===== src/rtl/core/dbdf_pkg.sv =====
`timescale 1ns / 1ps
// ----------------------------------------------------------------------------
// dbdf_pkg
// Shared types and constants of the detection box decode filter.
// ----------------------------------------------------------------------------
package dbdf_pkg;

  localparam int MAX_CLASSES  = 80;
  localparam int BOX_FIELDS   = 5;
  localparam int OBJ_POS      = 4;
  localparam int FRAC_CORNER  = 33;
  localparam int SCORE_MAX    = 65536;

  localparam int ELEM_W   = 32;
  localparam int POS_W    = 7;
  localparam int THR_W    = 17;
  localparam int SCALE_W  = 24;
  localparam int PIX_W    = 16;
  localparam int SCORE_W  = 17;
  localparam int CLASS_W  = 7;
  localparam int ROW_W    = 16;
  localparam int CFG_IDX_W  = 3;
  localparam int CFG_DATA_W = 24;

  // corner differences and their scaled products
  localparam int SUM_W  = ELEM_W + 2;
  localparam int PROD_W = SUM_W + SCALE_W + 1;
  localparam int CONF_W = 2 * ELEM_W;

  localparam int OUT_DATA_W = 4 * PIX_W + SCORE_W + CLASS_W + ROW_W;

  localparam logic [POS_W-1:0]   RST_CLASS_COUNT = 7'd80;
  localparam logic [THR_W-1:0]   RST_OBJ_THR     = 17'd16384;
  localparam logic [THR_W-1:0]   RST_CONF_THR    = 17'd16384;
  localparam logic [SCALE_W-1:0] RST_SCALE       = 24'd65536;
  localparam logic [PIX_W-1:0]   RST_IMAGE_SIZE  = 16'd640;
  localparam logic [ROW_W-1:0]   RST_ROWS        = 16'd25200;

  typedef enum logic [CFG_IDX_W-1:0] {
    REG_CLASS_COUNT = 3'd0,
    REG_OBJ_THR     = 3'd1,
    REG_CONF_THR    = 3'd2,
    REG_SCALE_H     = 3'd3,
    REG_SCALE_V     = 3'd4,
    REG_IMAGE_W     = 3'd5,
    REG_IMAGE_H     = 3'd6,
    REG_ROWS        = 3'd7
  } cfg_reg_t;

  typedef struct packed {
    logic signed [ELEM_W-1:0] center_x;
    logic signed [ELEM_W-1:0] center_y;
    logic signed [ELEM_W-1:0] box_width;
    logic signed [ELEM_W-1:0] box_height;
    logic signed [ELEM_W-1:0] objectness;
    logic signed [ELEM_W-1:0] best_score;
    logic [CLASS_W-1:0]       best_class;
    logic [ROW_W-1:0]         row_number;
  } row_rec_t;

  typedef struct packed {
    logic [THR_W-1:0]   objectness_threshold;
    logic [THR_W-1:0]   confidence_threshold;
    logic [SCALE_W-1:0] scale_horizontal;
    logic [SCALE_W-1:0] scale_vertical;
    logic [PIX_W-1:0]   image_width;
    logic [PIX_W-1:0]   image_height;
  } box_cfg_t;

  typedef struct packed {
    logic [PIX_W-1:0]   left_edge;
    logic [PIX_W-1:0]   top_edge;
    logic [PIX_W-1:0]   right_edge;
    logic [PIX_W-1:0]   bottom_edge;
    logic [SCORE_W-1:0] score;
    logic [CLASS_W-1:0] class_index;
    logic [ROW_W-1:0]   row_number;
  } box_out_t;

endpackage


===== src/rtl/core/dbdf_row_accum.sv =====
`timescale 1ns / 1ps
// ----------------------------------------------------------------------------
// dbdf_row_accum
// Collects the box fields of a row, keeps the running class argmax and
// hands a finished row record to the box stages.
// ----------------------------------------------------------------------------
module dbdf_row_accum import dbdf_pkg::*; (
  input  logic                     clk,
  input  logic                     rst,
  input  logic                     advance,
  input  logic                     elem_fire,
  input  logic signed [ELEM_W-1:0] elem,
  input  logic [POS_W-1:0]         class_count,
  input  logic [ROW_W-1:0]         rows_per_frame,
  output logic                     rec_valid,
  output row_rec_t                 rec
);

  logic [POS_W-1:0]         element_position;
  logic [POS_W-1:0]         element_position_next;
  logic [ROW_W-1:0]         row_counter;
  logic [ROW_W:0]           row_inc;
  logic signed [ELEM_W-1:0] center_x, center_y, box_width, box_height, objectness;
  logic signed [ELEM_W-1:0] best_score, best_score_next;
  logic [CLASS_W-1:0]       best_class, best_class_next;
  logic [POS_W-1:0]         last_pos;
  logic                     row_end;

  always_comb begin
    if (class_count == '0) begin
      last_pos = POS_W'(OBJ_POS + 1);
    end else if (class_count > POS_W'(MAX_CLASSES)) begin
      last_pos = POS_W'(OBJ_POS + MAX_CLASSES);
    end else begin
      last_pos = class_count + POS_W'(OBJ_POS);
    end
  end

  assign row_end = (element_position >= last_pos);
  assign element_position_next = row_end ? '0 : element_position + 1'b1;
  assign row_inc = {1'b0, row_counter} + 1'b1;

  // first score of a row seeds the argmax, later ones win only when larger
  always_comb begin
    best_score_next = best_score;
    best_class_next = best_class;
    if (element_position == POS_W'(BOX_FIELDS)) begin
      best_score_next = elem;
      best_class_next = '0;
    end else if (element_position > POS_W'(BOX_FIELDS) && elem > best_score) begin
      best_score_next = elem;
      best_class_next = CLASS_W'(element_position - POS_W'(BOX_FIELDS));
    end
  end

  always_ff @(posedge clk) begin
    if (rst) begin
      element_position <= '0;
      row_counter      <= '0;
      center_x         <= '0;
      center_y         <= '0;
      box_width        <= '0;
      box_height       <= '0;
      objectness       <= '0;
      best_score       <= '0;
      best_class       <= '0;
    end else if (elem_fire) begin
      element_position <= element_position_next;
      best_score       <= best_score_next;
      best_class       <= best_class_next;
      case (element_position)
        POS_W'(0): center_x   <= elem;
        POS_W'(1): center_y   <= elem;
        POS_W'(2): box_width  <= elem;
        POS_W'(3): box_height <= elem;
        POS_W'(4): objectness <= elem;
        default: ;
      endcase
      if (row_end) begin
        row_counter <= (row_inc >= {1'b0, rows_per_frame}) ? '0 : row_inc[ROW_W-1:0];
      end
    end
  end

  always_ff @(posedge clk) begin
    if (rst) begin
      rec_valid <= 1'b0;
    end else if (advance) begin
      rec_valid <= elem_fire && row_end;
    end
  end

  always_ff @(posedge clk) begin
    if (elem_fire && row_end) begin
      rec.center_x   <= center_x;
      rec.center_y   <= center_y;
      rec.box_width  <= box_width;
      rec.box_height <= box_height;
      rec.objectness <= objectness;
      rec.best_score <= best_score_next;
      rec.best_class <= best_class_next;
      rec.row_number <= row_counter;
    end
  end

endmodule


===== config.mk =====
export PLATFORM = sky130hd
export DESIGN_NAME = dbdf_row_accum
export DESIGN_NICKNAME = d
export VERILOG_FILES = /design/src/rtl/core/dbdf_pkg.sv /design/src/rtl/core/dbdf_row_accum.sv
export SDC_FILE = /design/constraint.sdc
export NUM_CORES = 1
export LEC_CHECK = 0
export BUFFER_PORTS_ARGS = -buffer_cell sky130_fd_sc_hd__buf_2
export CORE_ASPECT_RATIO = 1.75
export CORE_MARGIN = 8
export CORE_UTILIZATION = 60
export CTS_CLUSTER_SIZE = 30
export DETAILED_ROUTE_END_ITERATION = 16
export GPL_ROUTABILITY_DRIVEN = 0
export PLACE_DENSITY_LB_ADDON = 0.3
export SYNTH_ARGS = -nofsm -noshare
export SYNTH_HDL_FRONTEND = slang
export SYNTH_SLANG_ARGS = --single-unit

===== constraint.sdc =====
create_clock -name clk -period 16.21 [get_ports clk]
set_input_delay 1.621 -clock clk [delete_from_list [all_inputs] [get_ports clk]]
set_output_delay 1.621 -clock clk [all_outputs]
set_load 0.01 [all_outputs]

Word level (Yosys, flattened, before mapping)
Cells that the tools add are included.

word-level totals
  bits in registers = 438
  input port bits = 59
  output and inout bits = 216

cells by class
  equal/unequal tests = 5
  multiplexer cells = 8
  reductions and logical operators = 10
  $add $sub $neg = 4
  magnitude comparators = 5

operators with widths
  cell                     number
  $mux W32                 2
  $mux W7                  5
  $gt A32 B32 Y1           1
  $add A16 B1 Y17 const B  1
  $ge A17 B16 Y1           1
  $mux W16                 1
  $eq A7 B2 Y1 const B     2
  $eq A7 B3 Y1 const B     2
  $logic_not A7 Y1         2
  $reduce_and A2 Y1        6
  $add A7 B1 Y7 const B    1
  $add A7 B3 Y7 const B    1
  $eq A7 B1 Y1 const B     1
  $ge A7 B7 Y1             1
  $gt A7 B3 Y1 const B     1
  $gt A7 B7 Y1 const B     1
  $sub A7 B3 Y7 const B    1
  $logic_and A1 B1 Y1      2

Logic depth before layout (Yosys ltp)
  depth in word-level cells = 5
  depth in mapped cells = 17
  depth with buffers taken out = 15

Worst setup path before layout
Ideal clock, no wire load.

  path kind = input to register
  from = in class_count[2]
  to = reg row_counter[12]
  slack = 6.687 ns
  arrival time = 9.416 ns
  setup time = 0.107 ns
  stages on the path = 13
  buffers on the path = 0
  cells stage by stage = inv_1 ha_1 nand2_1 nor4_1 a21o_1 ha_1 nand2b_1 a21o_1 a21oi_1 o21ai_0 o31a_1 o2111ai_1 o22ai_1

between the ends
  cells in the longest elaborated chain, start to end = 5

ends and longest elaborated chain
  item                                           line                                        RTL
  start: declaration                             dbdf_row_accum.sv:13                        input logic [POS_W-1:0] class_count,
  $add A7 B3 Y7 or $gt A7 B7 Y1 (tied branches)  dbdf_row_accum.sv:35, dbdf_row_accum.sv:32
  $mux W7                                        dbdf_row_accum.sv:32                        end else if (class_count > POS_W'(MAX_CLASSES)) begin
  $mux W7 (*)                                    dbdf_row_accum.sv:30                        if (class_count == '0) begin
  $ge A7 B7 Y1 (*)                               dbdf_row_accum.sv:39                        assign row_end = (element_position >= last_pos);
  $reduce_and A2 Y1 (no line) (*)                n/a
  end signal: assignment                         dbdf_row_accum.sv:80                        row_counter <= (row_inc >= {1'b0, rows_per_frame}) ? '0 : row_inc[ROW_W-1:0];
  end: declaration                               dbdf_row_accum.sv:21                        logic [ROW_W-1:0] row_counter;

Mark *: on every way between the ends. The rest lies on a longest branch, timed or not.
A chain may end at the register's enable or synchronous reset.

Worst setup path in the final report
  from = in class_count[2]
  to = reg rec[173] (netlist name) (enable)

between the ends
  cells in the longest elaborated chain, start to end = 5

ends and longest elaborated chain
  item                                           line                                        RTL
  $add A7 B3 Y7 or $gt A7 B7 Y1 (tied branches)  dbdf_row_accum.sv:35, dbdf_row_accum.sv:32
  $mux W7                                        dbdf_row_accum.sv:32
  $mux W7 (*)                                    dbdf_row_accum.sv:30
  $ge A7 B7 Y1 (*)                               dbdf_row_accum.sv:39
  $logic_and A1 B1 Y1 (*)                        dbdf_row_accum.sv:94                        if (elem_fire && row_end) begin
  end: declaration                               dbdf_row_accum.sv:16                        output row_rec_t rec

Marks and branches as above.

==> impl_results.md <==
* Fmax at 0.196 GHz
* Top-area cell type share of the netlist area at 0.385
* Synth area leaders: edfxtp_1 (38%), dfxtp_1 (27%), nand2_1 (8.0%)
* Combinational share of power at 0.047
* Die X at 142 um
* Multi-input gate area at 0.00533 mm2
* Synthesized Nets at 1617
* Worst-path clk slew at 0.07 ns
* Setup crit end kind: register
* Switching share of power at 0.224
* Die area at 0.0338 mm2
* Leakage power at 7.15 nW
* VDD IR max at 86.1 uV
* Fillers at 2077
* Gr ovfl total at 0
* 1st-pass router iterations at 5
* Final Hold Fails at 0
* Power Dens Cells at 111 mW/mm2
* Reg area at 0.0109 mm2
* Crit path DAT at 5.26 ns
* TritonCTS Buffers at 38
* Internal Power at 1.68 mW
* Clk sinks at 438
* Num rows at 81
* Final net count at 1864
* CP Max Fanout at 81
* Initial antenna violation count at 0
* Core area at 0.0278 mm2
* Total GRT Usage at 0.240
* Switching power summed over all nets at 0.487 mW
* Root buffer cell: clkbuf_16
* Drt total wl at 40800 um
* Ports at 275
* Worst min path class: reg2reg
* Die Span Y at 237 um
* Final ANT Viol Nets at 0
* Post-Syn Area per Cell at 11.2 um2
* Worst EP required at 16.36 ns
* P&R area growth vs syn at 16.9%
* Latest clock arrival within the worst-skew pair at 0.54 ns
* Setup TNS at 0 ns
* Kind of critical path: in2reg
* First-pass GRT wire length at 64000 um
* Synth warnings at 0
* Post-CTS sizing at 0
* Transition time at the pin with the least slew margin at 1.07 ns
* Final setup vio count at 0
* Synth cell count leaders: nand2_1 (359), dfxtp_1 (223), edfxtp_1 (215)
* Unrepaired setup endpoints after global routing: no
* Sequential Power Share at 0.545
* MaxCap Viol Count at 0
* Largest net degree at the start of global routing at 112
* Pins over their slew limit at 0
* FFs w/ async S/R, synth at 0
* Period utilisation layout at 0.315
* Non-Filler Instances at 2144
* DRT iter0 DRCs at 957
* Post-route DRC violation count at 0
* Number of global-route vias before repair at 11900
* Final HPWL DP at 27200 um
* Via count at 11900
* Synth cell types at 57
* Most common cell in the netlist: nand2_1
* Worst slew margin at 0.286
* Diode count at 0
* Sequential area share after synthesis at 0.651
* FF+latch count, synth at 438
* Layout cells sized above 1 at 0.214
* Synth area leader: edfxtp_1
* H-tree levels at 2
* Synth Instances at 1495
* Placed Cells at 2075
* Outcome: finished clean
* Clk network pwr share at 0.408
* Post-CTS Hold Buffers at 0
* Main flop type after synthesis: dfxtp_1
* Port buffer count at 274
* Starting Density at 0.604
* Startpoint Class: input pin
* Clock skew at 0.0150 ns
* Via density at 5.55
* Post-CTS Setup Repair Bufs at 0
* CTS tree: yes
* Average wire per standard cell at 19.0 um
* Period minus WS final at 5.11 ns
* Clock buffer depth at 3
* Number of flops mapped to enable cells by yosys at 215
* Cell Area, Synth at 0.0168 mm2
state kept, by name, summed over array words and instances (netlist names):
name / count
element_position: 7
rec: 215
box_width: 32
best_class: 7
center_x: 32
rec_valid: 1
box_height: 32
best_score: 32
objectness: 32
row_counter: 16
center_y: 32
cell usage in the layout (no fill, tap or decap), types with 11 or more instances in the layout:
| cell | Yosys | layout |
|---|---|---|
| a21oi_1 | 187 | 187 |
| a31oi_1 | 26 | 26 |
| and3_1 | 11 | 11 |
| buf_2 | 8 | 273 |
| buf_4 | 0 | 12 |
| clkbuf_16 | 0 | 39 |
| dfxtp_1 | 223 | 223 |
| edfxtp_1 | 215 | 215 |
| ha_1 | 63 | 63 |
| inv_1 | 57 | 57 |
| mux2_2 | 25 | 25 |
| mux2i_1 | 37 | 37 |
| nand2_1 | 359 | 357 |
| nand3_1 | 22 | 22 |
| nand4_1 | 16 | 16 |
| nor2_1 | 58 | 58 |
| o21ai_0 | 11 | 11 |
| xor2_1 | 13 | 13 |
power by group through the flow:
stage | sequential [mW] | combinational (mW) | clock, mW
after global placement | 1.21 | 0.0981 | 0
after floorplan | 1.21 | 0.0569 | 0
final | 1.18 | 0.102 | 0.886
after detailed placement | 1.21 | 0.101 | 0
after global routing | 1.18 | 0.113 | 0.944
after CTS | 1.18 | 0.102 | 0.899
worst max-delay path, stage by stage:
cell and delay, ns:
buf_2 0.12, inv_1 0.09, ha_1 0.15, nand2_1 0.11, nor4_1 0.43, a21o_1 0.16
ha_1 0.11, nand2b_1 0.09, a21o_1 0.11, a21oi_1 0.05, o21ai_0 0.22, o31a_2 0.44
buf_4 0.61, buf_4 0.82
kinds of logic (layout without fill, tap and decap cells):
| logic type | count (synthesis) | count (layout) | share of synthesized area |
|---|---|---|---|
| flops | 438 | 438 | 0.651 |
| buf+inv | 136 | 412 | 0.0324 |
| fa+ha+maj | 63 | 63 | 0.0470 |
| mux | 68 | 68 | 0.0429 |
| compound gates | 261 | 261 | 0.0875 |
| simple gates | 506 | 506 | 0.127 |
| xor+xnor | 23 | 23 | 0.0120 |
metrics by stage:
step,worst slack [ns],power (mW),instance area (um2),hold slack (ns),util
after floorplan,6.69,1.26,16800,0.406,-
after global placement,10.76,1.30,18400,0.410,0.662
after CTS,11.17,2.18,19600,0.426,0.706
after detailed placement,10.61,1.31,18400,0.415,0.662
after global routing,10.80,2.24,19600,0.426,0.706
final,11.10,2.17,19600,0.425,0.706
final timing paths:
path	slack (ns)	depth (start not counted)	startpoint	endpoint
setup / recovery	11.10	14	class_count[2]	rec[173]
hold / removal	0.42	0	box_height[21]	rec[108]
setup reg to reg	11.89	13	row_counter[2]	row_counter[6]
hold reg to reg	0.42	0	box_height[21]	rec[108]
cell type report:
class	instances	area share
clock buffer	51	0.0531
clock inverter	18	0.00862
timing repair buffer	286	0.0749
multi-input combinational	921	0.272
tap	373	0.0238
sequential	438	0.557
inverter	57	0.0109
routing by layer:
| layer | global-route usage | vias to the layer above | share of wire | routed length (um) |
|---|---|---|---|---|
| met3 | 0.0482 | 93 | 0.071 | 2900 |
| met1 | 0.269 | 5687 | 0.37 | 15200 |
| met4 | 0.116 | 0 | 0.042 | 1710 |
| met5 | 0 | - | 0 | 0 |
| met2 | 0.426 | 450 | 0.51 | 21000 |
| li1 | - | 5677 | - | - |
Power figures use the tool's default switching activity.
